<file path="src/rtl/core/fss_pkg.sv">
// ---------------------------------------------------------------------------
// FAT32 sector sequencer package
// Widths, codes, result record and helpers shared by the sequencer files.
// ---------------------------------------------------------------------------
package fss_pkg;

   localparam int SECTOR_BYTES = 512;
   localparam int SECTOR_SHIFT = $clog2(SECTOR_BYTES);

   localparam int CLUSTER_W = 32;
   localparam int ADDR_W    = 32;
   localparam int SIZE_W    = 32;
   localparam int POS_W     = 33;
   localparam int INDEX_W   = 7;
   localparam int CS_W      = 8;
   localparam int CS_MAX    = 128;
   localparam int ENTRY_W   = 28;
   localparam int OFFSET_W  = 9;
   localparam int VALID_W   = 10;
   localparam int KIND_W    = 3;
   localparam int OP_W      = 2;

   // register file
   localparam int CSR_DATA_W = 32;
   localparam int CSR_ADDR_W = 4;
   localparam logic [1:0] REG_FAT_START  = 2'd0;
   localparam logic [1:0] REG_DATA_START = 2'd1;
   localparam logic [1:0] REG_CLUS_SECT  = 2'd2;

   // result queue
   localparam int RSP_DEPTH = 4;
   localparam int RSP_PTR_W = $clog2(RSP_DEPTH);
   localparam int RSP_CNT_W = $clog2(RSP_DEPTH + 1);

   typedef enum logic [OP_W-1:0] {
      OP_OPEN   = 2'd0,
      OP_READ   = 2'd1,
      OP_REPLY  = 2'd2,
      OP_REWIND = 2'd3
   } fss_op_type;

   typedef enum logic [KIND_W-1:0] {
      KIND_DATA      = 3'd0,
      KIND_FAT       = 3'd1,
      KIND_EOF       = 3'd2,
      KIND_ACK       = 3'd3,
      KIND_BUSY      = 3'd4,
      KIND_CHAIN_END = 3'd5
   } fss_kind_type;

   typedef struct packed {
      fss_kind_type          kind;
      logic [ADDR_W-1:0]     sector_addr;
      logic [OFFSET_W-1:0]   entry_offset;
      logic [VALID_W-1:0]    valid_bytes;
      logic                  last;
   } fss_rsp_type;

   // clusters 0 and 1 are reserved; treat them as the first data cluster
   function automatic logic [CLUSTER_W-1:0] map_cluster(input logic [CLUSTER_W-1:0] c);
      logic [CLUSTER_W-1:0] r;
      r = (c < CLUSTER_W'(2)) ? CLUSTER_W'(2) : c;
      return r;
   endfunction

   // sectors per cluster, clamped to 1..128
   function automatic logic [CS_W-1:0] eff_sectors(input logic [CS_W-1:0] cs);
      logic [CS_W-1:0] r;
      if (cs == '0) begin
         r = CS_W'(1);
      end else if (cs > CS_W'(CS_MAX)) begin
         r = CS_W'(CS_MAX);
      end else begin
         r = cs;
      end
      return r;
   endfunction

endpackage

</file>
<file path="src/rtl/core/fss_if.sv">
// ---------------------------------------------------------------------------
// FAT32 sector sequencer channels
// Valid/ready request and response channels with their payload fields.
// ---------------------------------------------------------------------------
interface fss_req_if;
   logic                           valid;
   logic                           ready;
   logic [fss_pkg::OP_W-1:0]       op;
   logic [fss_pkg::CLUSTER_W-1:0]  cluster_value;
   logic [fss_pkg::SIZE_W-1:0]     file_bytes;

   modport source (output valid, output op, output cluster_value, output file_bytes,
                   input ready);
   modport sink   (input valid, input op, input cluster_value, input file_bytes,
                   output ready);
endinterface

interface fss_rsp_if;
   logic                           valid;
   logic                           ready;
   logic [fss_pkg::KIND_W-1:0]     kind;
   logic [fss_pkg::ADDR_W-1:0]     sector_addr;
   logic [fss_pkg::OFFSET_W-1:0]   entry_offset;
   logic [fss_pkg::VALID_W-1:0]    valid_bytes;
   logic                           last;

   modport source (output valid, output kind, output sector_addr, output entry_offset,
                   output valid_bytes, output last, input ready);
   modport sink   (input valid, input kind, input sector_addr, input entry_offset,
                   input valid_bytes, input last, output ready);
endinterface

</file>
<file path="src/rtl/core/fat32_file_sector_sequencer_unit.sv">
// Results: a request's results are registered into the result queue on its transfer
//   and offered in order, a FAT fetch right behind its data sector.
// Throughput: one request per cycle while at most two results are queued (4-entry
//   result queue); a read that ends a cluster puts two results in the queue, so sustained rate is set by rsp drain.
// Reset (synchronous, active high): queue empty, registers to defaults, file state to
//   cluster 2 / position 0 / no pending FAT reply.
// ---------------------------------------------------------------------------
// FAT32 file sector sequencer
// Walks one open file's data sectors along its FAT32 cluster chain, asking for
// the FAT entry at each cluster boundary and resuming once it is returned.
// ---------------------------------------------------------------------------
module fat32_file_sector_sequencer_unit (
   input  logic                               clock,
   input  logic                               reset,
   fss_req_if.sink                            req_bus,
   fss_rsp_if.source                          rsp_bus,
   input  logic                               csr_psel,
   input  logic                               csr_penable,
   input  logic                               csr_pwrite,
   input  logic [fss_pkg::CSR_ADDR_W-1:0]     csr_paddr,
   input  logic [fss_pkg::CSR_DATA_W-1:0]     csr_pwdata,
   output logic [fss_pkg::CSR_DATA_W-1:0]     csr_prdata,
   output logic                               csr_pready
);

   // ---- configuration registers ----
   logic [fss_pkg::ADDR_W-1:0]     fat_start_ff;
   logic [fss_pkg::ADDR_W-1:0]     data_start_ff;
   logic [fss_pkg::CS_W-1:0]       clus_sect_ff;

   // ---- file walk state ----
   logic [fss_pkg::CLUSTER_W-1:0]  cur_cluster_ff, cur_cluster_in;
   logic [fss_pkg::INDEX_W-1:0]    sect_idx_ff, sect_idx_in;
   logic [fss_pkg::CLUSTER_W-1:0]  start_cluster_ff, start_cluster_in;
   logic [fss_pkg::POS_W-1:0]      byte_pos_ff, byte_pos_in;
   logic [fss_pkg::SIZE_W-1:0]     size_ff, size_in;
   logic                           await_ff, await_in;

   // ---- result queue ----
   fss_pkg::fss_rsp_type           rq_ff [fss_pkg::RSP_DEPTH];
   logic [fss_pkg::RSP_PTR_W-1:0]  wr_ptr_ff, wr_ptr_in;
   logic [fss_pkg::RSP_PTR_W-1:0]  rd_ptr_ff, rd_ptr_in;
   logic [fss_pkg::RSP_CNT_W-1:0]  cnt_ff, cnt_in;

   // ---- per-request working signals ----
   logic                           req_xfer;
   logic                           rsp_xfer;
   logic                           csr_wr;
   fss_pkg::fss_op_type            op_code;
   fss_pkg::fss_rsp_type           res0, res1;
   logic                           two_res;
   logic [fss_pkg::CS_W-1:0]       cs_eff;
   logic [fss_pkg::ADDR_W-1:0]     clus_base;
   logic [fss_pkg::ADDR_W-1:0]     data_addr;
   logic [fss_pkg::POS_W-1:0]      pos_next;
   logic [fss_pkg::CLUSTER_W-1:0]  fat_bytes;
   logic [fss_pkg::ENTRY_W-1:0]    entry;
   logic [fss_pkg::RSP_CNT_W-1:0]  push_cnt;

   // Room for two results is kept free so any request can go in; the check
   // looks only at our own fill level, never at rsp ready.
   assign req_bus.ready = (cnt_ff <= fss_pkg::RSP_CNT_W'(fss_pkg::RSP_DEPTH - 2));
   assign req_xfer      = req_bus.valid && req_bus.ready;
   assign rsp_xfer      = rsp_bus.valid && rsp_bus.ready;
   assign op_code       = fss_pkg::fss_op_type'(req_bus.op);

   // APB: zero-wait writes, combinational read-back
   assign csr_pready = 1'b1;
   assign csr_wr     = csr_psel && csr_penable && csr_pwrite && csr_pready;

   always_comb begin
      unique case (csr_paddr[3:2])
         fss_pkg::REG_FAT_START:  csr_prdata = fat_start_ff;
         fss_pkg::REG_DATA_START: csr_prdata = data_start_ff;
         fss_pkg::REG_CLUS_SECT:  csr_prdata = fss_pkg::CSR_DATA_W'(clus_sect_ff);
         default:                 csr_prdata = '0;
      endcase
   end

   // Data sector: (cluster - 2) * sectors/cluster + data start + index, mod 2^32.
   // One 32x8 multiply then the adds; all of it off the current state.
   assign cs_eff    = fss_pkg::eff_sectors(clus_sect_ff);
   assign clus_base = fss_pkg::ADDR_W'((cur_cluster_ff - fss_pkg::CLUSTER_W'(2)) *
                                       fss_pkg::CLUSTER_W'(cs_eff));
   assign data_addr = clus_base + data_start_ff + fss_pkg::ADDR_W'(sect_idx_ff);
   assign pos_next  = byte_pos_ff + fss_pkg::POS_W'(fss_pkg::SECTOR_BYTES);

   // FAT entry is 4 bytes per cluster; split byte address into sector and offset
   assign fat_bytes = {cur_cluster_ff[fss_pkg::CLUSTER_W-3:0], 2'b00};
   assign entry     = req_bus.cluster_value[fss_pkg::ENTRY_W-1:0];

   always_comb begin
      cur_cluster_in   = cur_cluster_ff;
      sect_idx_in      = sect_idx_ff;
      start_cluster_in = start_cluster_ff;
      byte_pos_in      = byte_pos_ff;
      size_in          = size_ff;
      await_in         = await_ff;

      res0             = '0;
      res0.kind        = fss_pkg::KIND_ACK;
      res0.last        = 1'b1;
      res1             = '0;
      res1.kind        = fss_pkg::KIND_FAT;
      res1.last        = 1'b1;
      two_res          = 1'b0;

      unique case (op_code)
         fss_pkg::OP_OPEN: begin
            start_cluster_in = fss_pkg::map_cluster(req_bus.cluster_value);
            cur_cluster_in   = fss_pkg::map_cluster(req_bus.cluster_value);
            size_in          = req_bus.file_bytes;
            byte_pos_in      = '0;
            sect_idx_in      = '0;
            await_in         = 1'b0;
         end
         fss_pkg::OP_REWIND: begin
            cur_cluster_in = start_cluster_ff;
            byte_pos_in    = '0;
            sect_idx_in    = '0;
            await_in       = 1'b0;
         end
         fss_pkg::OP_REPLY: begin
            // a reply nobody asked for is just acknowledged
            if (await_ff) begin
               await_in = 1'b0;
               if (entry == '1) begin
                  // end of chain: park position at size so reads give EOF
                  byte_pos_in = fss_pkg::POS_W'(size_ff);
                  res0.kind   = fss_pkg::KIND_CHAIN_END;
               end else begin
                  cur_cluster_in = fss_pkg::map_cluster(fss_pkg::CLUSTER_W'(entry));
                  sect_idx_in    = '0;
               end
            end
         end
         fss_pkg::OP_READ: begin
            if (await_ff) begin
               res0.kind = fss_pkg::KIND_BUSY;
            end else if (byte_pos_ff >= fss_pkg::POS_W'(size_ff)) begin
               res0.kind = fss_pkg::KIND_EOF;
            end else begin
               res0.kind        = fss_pkg::KIND_DATA;
               res0.sector_addr = data_addr;
               res0.valid_bytes = fss_pkg::VALID_W'(fss_pkg::SECTOR_BYTES);
               byte_pos_in      = pos_next;
               if (pos_next >= fss_pkg::POS_W'(size_ff)) begin
                  // tail sector: only size - position bytes are the file's
                  res0.valid_bytes = fss_pkg::VALID_W'(size_ff -
                                                       byte_pos_ff[fss_pkg::SIZE_W-1:0]);
               end else if ((fss_pkg::CS_W'(sect_idx_ff) + fss_pkg::CS_W'(1)) < cs_eff) begin
                  sect_idx_in = sect_idx_ff + fss_pkg::INDEX_W'(1);
               end else begin
                  // last sector of cluster: also ask for the chain entry
                  res0.last         = 1'b0;
                  res1.sector_addr  = fat_start_ff + (fat_bytes >> fss_pkg::SECTOR_SHIFT);
                  res1.entry_offset = fss_pkg::OFFSET_W'(fat_bytes[fss_pkg::SECTOR_SHIFT-1:0]);
                  two_res           = 1'b1;
                  await_in          = 1'b1;
               end
            end
         end
         default: begin
         end
      endcase
   end

   // queue pointer and fill bookkeeping
   always_comb begin
      push_cnt  = '0;
      if (req_xfer) begin
         push_cnt = two_res ? fss_pkg::RSP_CNT_W'(2) : fss_pkg::RSP_CNT_W'(1);
      end
      wr_ptr_in = wr_ptr_ff + fss_pkg::RSP_PTR_W'(push_cnt);
      rd_ptr_in = rd_ptr_ff + fss_pkg::RSP_PTR_W'(rsp_xfer);
      cnt_in    = cnt_ff + push_cnt - fss_pkg::RSP_CNT_W'(rsp_xfer);
   end

   // control, configuration and file state
   always_ff @(posedge clock) begin
      if (reset) begin
         fat_start_ff     <= '0;
         data_start_ff    <= '0;
         clus_sect_ff     <= fss_pkg::CS_W'(1);
         cur_cluster_ff   <= fss_pkg::CLUSTER_W'(2);
         sect_idx_ff      <= '0;
         start_cluster_ff <= fss_pkg::CLUSTER_W'(2);
         byte_pos_ff      <= '0;
         size_ff          <= '0;
         await_ff         <= 1'b0;
         wr_ptr_ff        <= '0;
         rd_ptr_ff        <= '0;
         cnt_ff           <= '0;
      end else begin
         if (csr_wr) begin
            unique case (csr_paddr[3:2])
               fss_pkg::REG_FAT_START:  fat_start_ff  <= csr_pwdata;
               fss_pkg::REG_DATA_START: data_start_ff <= csr_pwdata;
               fss_pkg::REG_CLUS_SECT:  clus_sect_ff  <= csr_pwdata[fss_pkg::CS_W-1:0];
               default: begin
               end
            endcase
         end
         if (req_xfer) begin
            cur_cluster_ff   <= cur_cluster_in;
            sect_idx_ff      <= sect_idx_in;
            start_cluster_ff <= start_cluster_in;
            byte_pos_ff      <= byte_pos_in;
            size_ff          <= size_in;
            await_ff         <= await_in;
         end
         wr_ptr_ff <= wr_ptr_in;
         rd_ptr_ff <= rd_ptr_in;
         cnt_ff    <= cnt_in;
      end
   end

   // result payload storage, no reset needed
   always_ff @(posedge clock) begin
      if (req_xfer) begin
         rq_ff[wr_ptr_ff] <= res0;
         if (two_res) begin
            rq_ff[wr_ptr_ff + fss_pkg::RSP_PTR_W'(1)] <= res1;
         end
      end
   end

   assign rsp_bus.valid        = (cnt_ff != '0);
   assign rsp_bus.kind         = rq_ff[rd_ptr_ff].kind;
   assign rsp_bus.sector_addr  = rq_ff[rd_ptr_ff].sector_addr;
   assign rsp_bus.entry_offset = rq_ff[rd_ptr_ff].entry_offset;
   assign rsp_bus.valid_bytes  = rq_ff[rd_ptr_ff].valid_bytes;
   assign rsp_bus.last         = rq_ff[rd_ptr_ff].last;

endmodule

</file>
<file path="src/flat_wrapper.sv">
// flat-port wrapper written by rule: the top's interface ports become plain ports
module fat32_file_sector_sequencer_unit_flat 
  (clock, reset, csr_psel, csr_penable, csr_pwrite, csr_paddr, csr_pwdata, csr_prdata, csr_pready, req_bus_valid, req_bus_op, req_bus_cluster_value, req_bus_file_bytes, req_bus_ready, rsp_bus_valid, rsp_bus_kind, rsp_bus_sector_addr, rsp_bus_entry_offset, rsp_bus_valid_bytes, rsp_bus_last, rsp_bus_ready);
  fss_req_if req_bus_i ();
  fss_rsp_if rsp_bus_i ();
  input  logic clock;
  input  logic reset;
  input  logic csr_psel;
  input  logic csr_penable;
  input  logic csr_pwrite;
  input  logic [fss_pkg::CSR_ADDR_W-1:0] csr_paddr;
  input  logic [fss_pkg::CSR_DATA_W-1:0] csr_pwdata;
  output logic [fss_pkg::CSR_DATA_W-1:0] csr_prdata;
  output logic csr_pready;
  input wire logic [$bits(req_bus_i.valid)-1:0] req_bus_valid;
  input wire logic [$bits(req_bus_i.op)-1:0] req_bus_op;
  input wire logic [$bits(req_bus_i.cluster_value)-1:0] req_bus_cluster_value;
  input wire logic [$bits(req_bus_i.file_bytes)-1:0] req_bus_file_bytes;
  output wire logic [$bits(req_bus_i.ready)-1:0] req_bus_ready;
  output wire logic [$bits(rsp_bus_i.valid)-1:0] rsp_bus_valid;
  output wire logic [$bits(rsp_bus_i.kind)-1:0] rsp_bus_kind;
  output wire logic [$bits(rsp_bus_i.sector_addr)-1:0] rsp_bus_sector_addr;
  output wire logic [$bits(rsp_bus_i.entry_offset)-1:0] rsp_bus_entry_offset;
  output wire logic [$bits(rsp_bus_i.valid_bytes)-1:0] rsp_bus_valid_bytes;
  output wire logic [$bits(rsp_bus_i.last)-1:0] rsp_bus_last;
  input wire logic [$bits(rsp_bus_i.ready)-1:0] rsp_bus_ready;
  assign req_bus_i.valid = req_bus_valid;
  assign req_bus_i.op = req_bus_op;
  assign req_bus_i.cluster_value = req_bus_cluster_value;
  assign req_bus_i.file_bytes = req_bus_file_bytes;
  assign req_bus_ready = req_bus_i.ready;
  assign rsp_bus_valid = rsp_bus_i.valid;
  assign rsp_bus_kind = rsp_bus_i.kind;
  assign rsp_bus_sector_addr = rsp_bus_i.sector_addr;
  assign rsp_bus_entry_offset = rsp_bus_i.entry_offset;
  assign rsp_bus_valid_bytes = rsp_bus_i.valid_bytes;
  assign rsp_bus_last = rsp_bus_i.last;
  assign rsp_bus_i.ready = rsp_bus_ready;
  fat32_file_sector_sequencer_unit u_core (.clock(clock), .reset(reset), .req_bus(req_bus_i), .rsp_bus(rsp_bus_i), .csr_psel(csr_psel), .csr_penable(csr_penable), .csr_pwrite(csr_pwrite), .csr_paddr(csr_paddr), .csr_pwdata(csr_pwdata), .csr_prdata(csr_prdata), .csr_pready(csr_pready));
endmodule
</file>
<file path="config.mk">
export PLATFORM = sky130hd
export DESIGN_NAME = fat32_file_sector_sequencer_unit_flat
export DESIGN_NICKNAME = d
export VERILOG_FILES = /design/src/rtl/core/fss_pkg.sv /design/src/rtl/core/fss_if.sv /design/src/rtl/core/fat32_file_sector_sequencer_unit.sv /design/src/flat_wrapper.sv
export SDC_FILE = /design/constraint.sdc
export NUM_CORES = 2
export LEC_CHECK = 0
export ABC_CLOCK_PERIOD_IN_PS = 9000
export BUFFER_PORTS_ARGS = -buffer_cell sky130_fd_sc_hd__buf_2
export CAP_MARGIN = 40
export CELL_PAD_IN_SITES_DETAIL_PLACEMENT = 0
export CELL_PAD_IN_SITES_GLOBAL_PLACEMENT = 1
export CORE_MARGIN = 2
export CORE_UTILIZATION = 36
export DETAILED_ROUTE_END_ITERATION = 6
export GPL_ROUTABILITY_DRIVEN = 0
export HOLD_SLACK_MARGIN = 0.03
export PLACE_DENSITY_LB_ADDON = 0.25
export SYNTH_ARGS = -nofsm -noshare
export SYNTH_HDL_FRONTEND = slang
export SYNTH_SLANG_ARGS = --single-unit
</file>
<file path="constraint.sdc">
create_clock -name clock -period 9 [get_ports clock]
set_clock_uncertainty 0.2 [all_clocks]
set_input_delay 1.8 -clock clock [delete_from_list [all_inputs] [get_ports clock]]
set_output_delay 1.8 -clock clock [all_outputs]
set_load 0.005 [all_outputs]
</file>
==> results.ini <==
[final_layout]
areaGrowthSynthToFinish_pct = 13.59
n_fill_cell = 8233
mostFrequentLayoutCells = nand2_1 (419), nor2_1 (301), dfxtp_1 (270)
ff_latch_area_mm2 = 0.01013
fin_area_mm2 = 0.03373
drive_above_1_share_pct = 12.77
multi_input_area_mm2 = 0.01810
fin_nets = 3816
final_common_cell = nand2_1

[routing]
drt-total-wl_um = 91880
vias = 23791
ant_nets = 0
via_per_inst = 5.351
dr.pass1.iters = 5
drc = 0
drt_iter0_drc = 1754
wl_per_cell_um = 20.67

[floorplanning]
core_mm2 = 0.08185
die_w_um = 291.2
die_h_um = 291.2
die_area_mm2 = 0.08479
initial_utilization_pct = 36.28
num_io_pins = 199
rows = 105

[yosys]
ys_async_sr_fraction_pct = 0
syn_avg_cell_area_um2 = 9.290
ys_top_cells_by_area = dfxtp_1 (18%), edfxtp_1 (16%), fa_1 (13%)
syn_inst = 3196
synth_top_area_cell = dfxtp_1
synth-edff-count = 156
ys.flop_type = dfxtp_1
ys_warn_count = 0
synth.cell_area_mm2 = 0.02969
synthDominantCellAreaShare_pct = 18.34
ys_seq_elements = 428
ys_seq_area_share_pct = 34.12
ys_types = 72

[min_path]
worstHoldStart = u_core.start_cluster_ff[26]$_SDFFE_PP0P_
hold_class = flip-flop to flip-flop

[timing]
min_period_ps = 8368
finalSetupViolCount = 0
period_share_pct = 92.98
fmax_mhz = 119.5
slew_headroom_pct = 40.75
fin_setup_tns_ps = 0
worst_pin_slew_ps = 886.9
drv_slew = 0
whs_ps = 254.7
grt_setup_unrepaired = false
timing.final.hold_violations = 0

[placed_design]
dp_hpwl_um = 68540
place_area_mm2 = 0.03203
portBuffers = 193

[global_route]
antenna_found_initial = 2
grt.overflow.total = 0
grt_pass1_vias = 23635
grt_pass1_wl_um = 143100
grt_use_total_pct = 21.51
grt_max_degree = 76

[cts]
cts_tree = done
cts_setup_buffers = 0
ctsLongestPathBuffers = 3
ctsResizeCount = 0
clk_pin_slew_ps = 60
cts_buffers = 50
cts.sinks = 428
htree_levels = 2
hold_buffers = 0
clk_latency_ps = 620
cts_root_buf = clkbuf_16

[run_status]
outcome = finished clean

[worst_setup_path]
worstPathArrival_ps = 8490
endpoint_kind = flip-flop
cp-startpoint = u_core.cur_cluster_ff[2]$_SDFFE_PP0P_
startpoint_type = flip-flop
crit_path_max_fanout = 11
timing.critical_path.required_ps = 9130
critPathKind = flip-flop to flip-flop
r2r-start = u_core.cur_cluster_ff[2]$_SDFFE_PP0P_

[pwr]
ir_drop_v = 0.0001328
power_density_mw_per_mm2 = 185.1
leakagePower_nw = 13.81

[flow_run]
cap_viol_max_count = 0

[metrics by stage]
stage	utilization [%]	power (W)	instances	worst slack [ps]
final	41.21	0.006241	4446	632.0
after global routing	41.21	0.006577	4446	175.0
after CTS	41.20	0.006312	4445	610.6
after detailed placement	39.13	0.004197	4355	693.5
after global placement	38.88	0.004161	4342	677.3
after floorplan	-	0.003497	3197	1558
[routing by layer]
metal  track usage (%)  vias to the layer above  share of wire (%)
met5                 0                        -              0.012
li1                  -                    11467                  -
met2             32.80                      608                 43
met1             32.49                    11632                 50
met4             3.943                        2                1.3
met3             2.993                       82                5.2
[cell type report]
class,instances,area share (%)
inverter,219,2.437
clock buffer,72,4.381
antenna,1,0.007420
timing repair buffer,267,4.849
clock inverter,18,0.6492
multi-input combinational,2371,53.66
tap,1070,3.970
sequential,428,30.05
[synth_stat cells, types with 14 or more instances]
cell	instances
edfxtp_1	156
nor3_1	43
nor2b_1	23
nand3_1	85
a211oi_1	40
dfxtp_1	272
a21o_1	46
xor2_1	41
nand2_1	420
o21a_1	15
a21oi_1	225
ha_1	177
a22o_1	33
or3_1	17
o22ai_1	129
and3_1	28
nor2_1	303
mux2i_1	41
inv_1	210
nand4_1	33
clkbuf_1	155
o21ai_0	95
mux4_2	53
fa_1	193
a22oi_1	35
buf_1	14
xnor2_1	96
nand2b_1	51
nor4_1	16
[path summary, 6_finish.rpt]
path              cells past startpoint                                  endpoint  slack, ps
hold / removal                        2  u_core.start_cluster_ff[26]$_SDFFE_PP0P_        250
setup / recovery                     24             u_core.rq_ff[1][48]$_DFFE_PP_        630
hold reg to reg                       2  u_core.start_cluster_ff[26]$_SDFFE_PP0P_        250
setup reg to reg                     24             u_core.rq_ff[1][48]$_DFFE_PP_        630
[cells by family after synthesis]
group,count (synthesis),share of synthesized area (%)
simple gates,1076,16.30
compound gates,690,14.44
flops,428,34.12
buf+inv,398,5.129
fa+ha+maj,370,20.47
xor+xnor,138,4.117
mux,94,5.402
other cells,2,0.02529
[flip-flops by register name, summed over array words and instances, names as in the netlist]
signal and flops:
u_core.cur_cluster_ff 32, u_core.rq_ff 212, u_core.size_ff 32, u_core.start_cluster_ff 32, u_core.rd_ptr_ff 2, u_core.cnt_ff 3
u_core.byte_pos_ff 33, u_core.await_ff 1, u_core.clus_sect_ff 8, u_core.sect_idx_ff 7, u_core.data_start_ff 32, u_core.fat_start_ff 32
u_core.wr_ptr_ff 2
[critical path, cell delays in order (launching register included)]
cell	delay [ps]
dfxtp_1	360
inv_1	260
ha_1	280
or3b_1	490
or4_4	680
nor4_1	260
xnor2_1	310
nand2b_1	260
fa_1	480
inv_1	50
fa_1	540
fa_1	450
fa_1	490
ha_1	310
ha_1	370
a21o_1	210
a21o_1	170
a21oi_1	120
o21ai_0	90
a21oi_1	340
o31a_1	270
nor4b_1	80
a2111oi_0	510
xor2_1	340
o22ai_1	140
[where the power goes]
group / total (W) / internal [W] / switching (W)
Clock: 0.00210 / 0.00123 / 0.000862
Combinational: 0.00181 / 0.000701 / 0.00111
Sequential: 0.00233 / 0.00220 / 0.000136
Note: power is estimated with default switching activity, not from simulation.
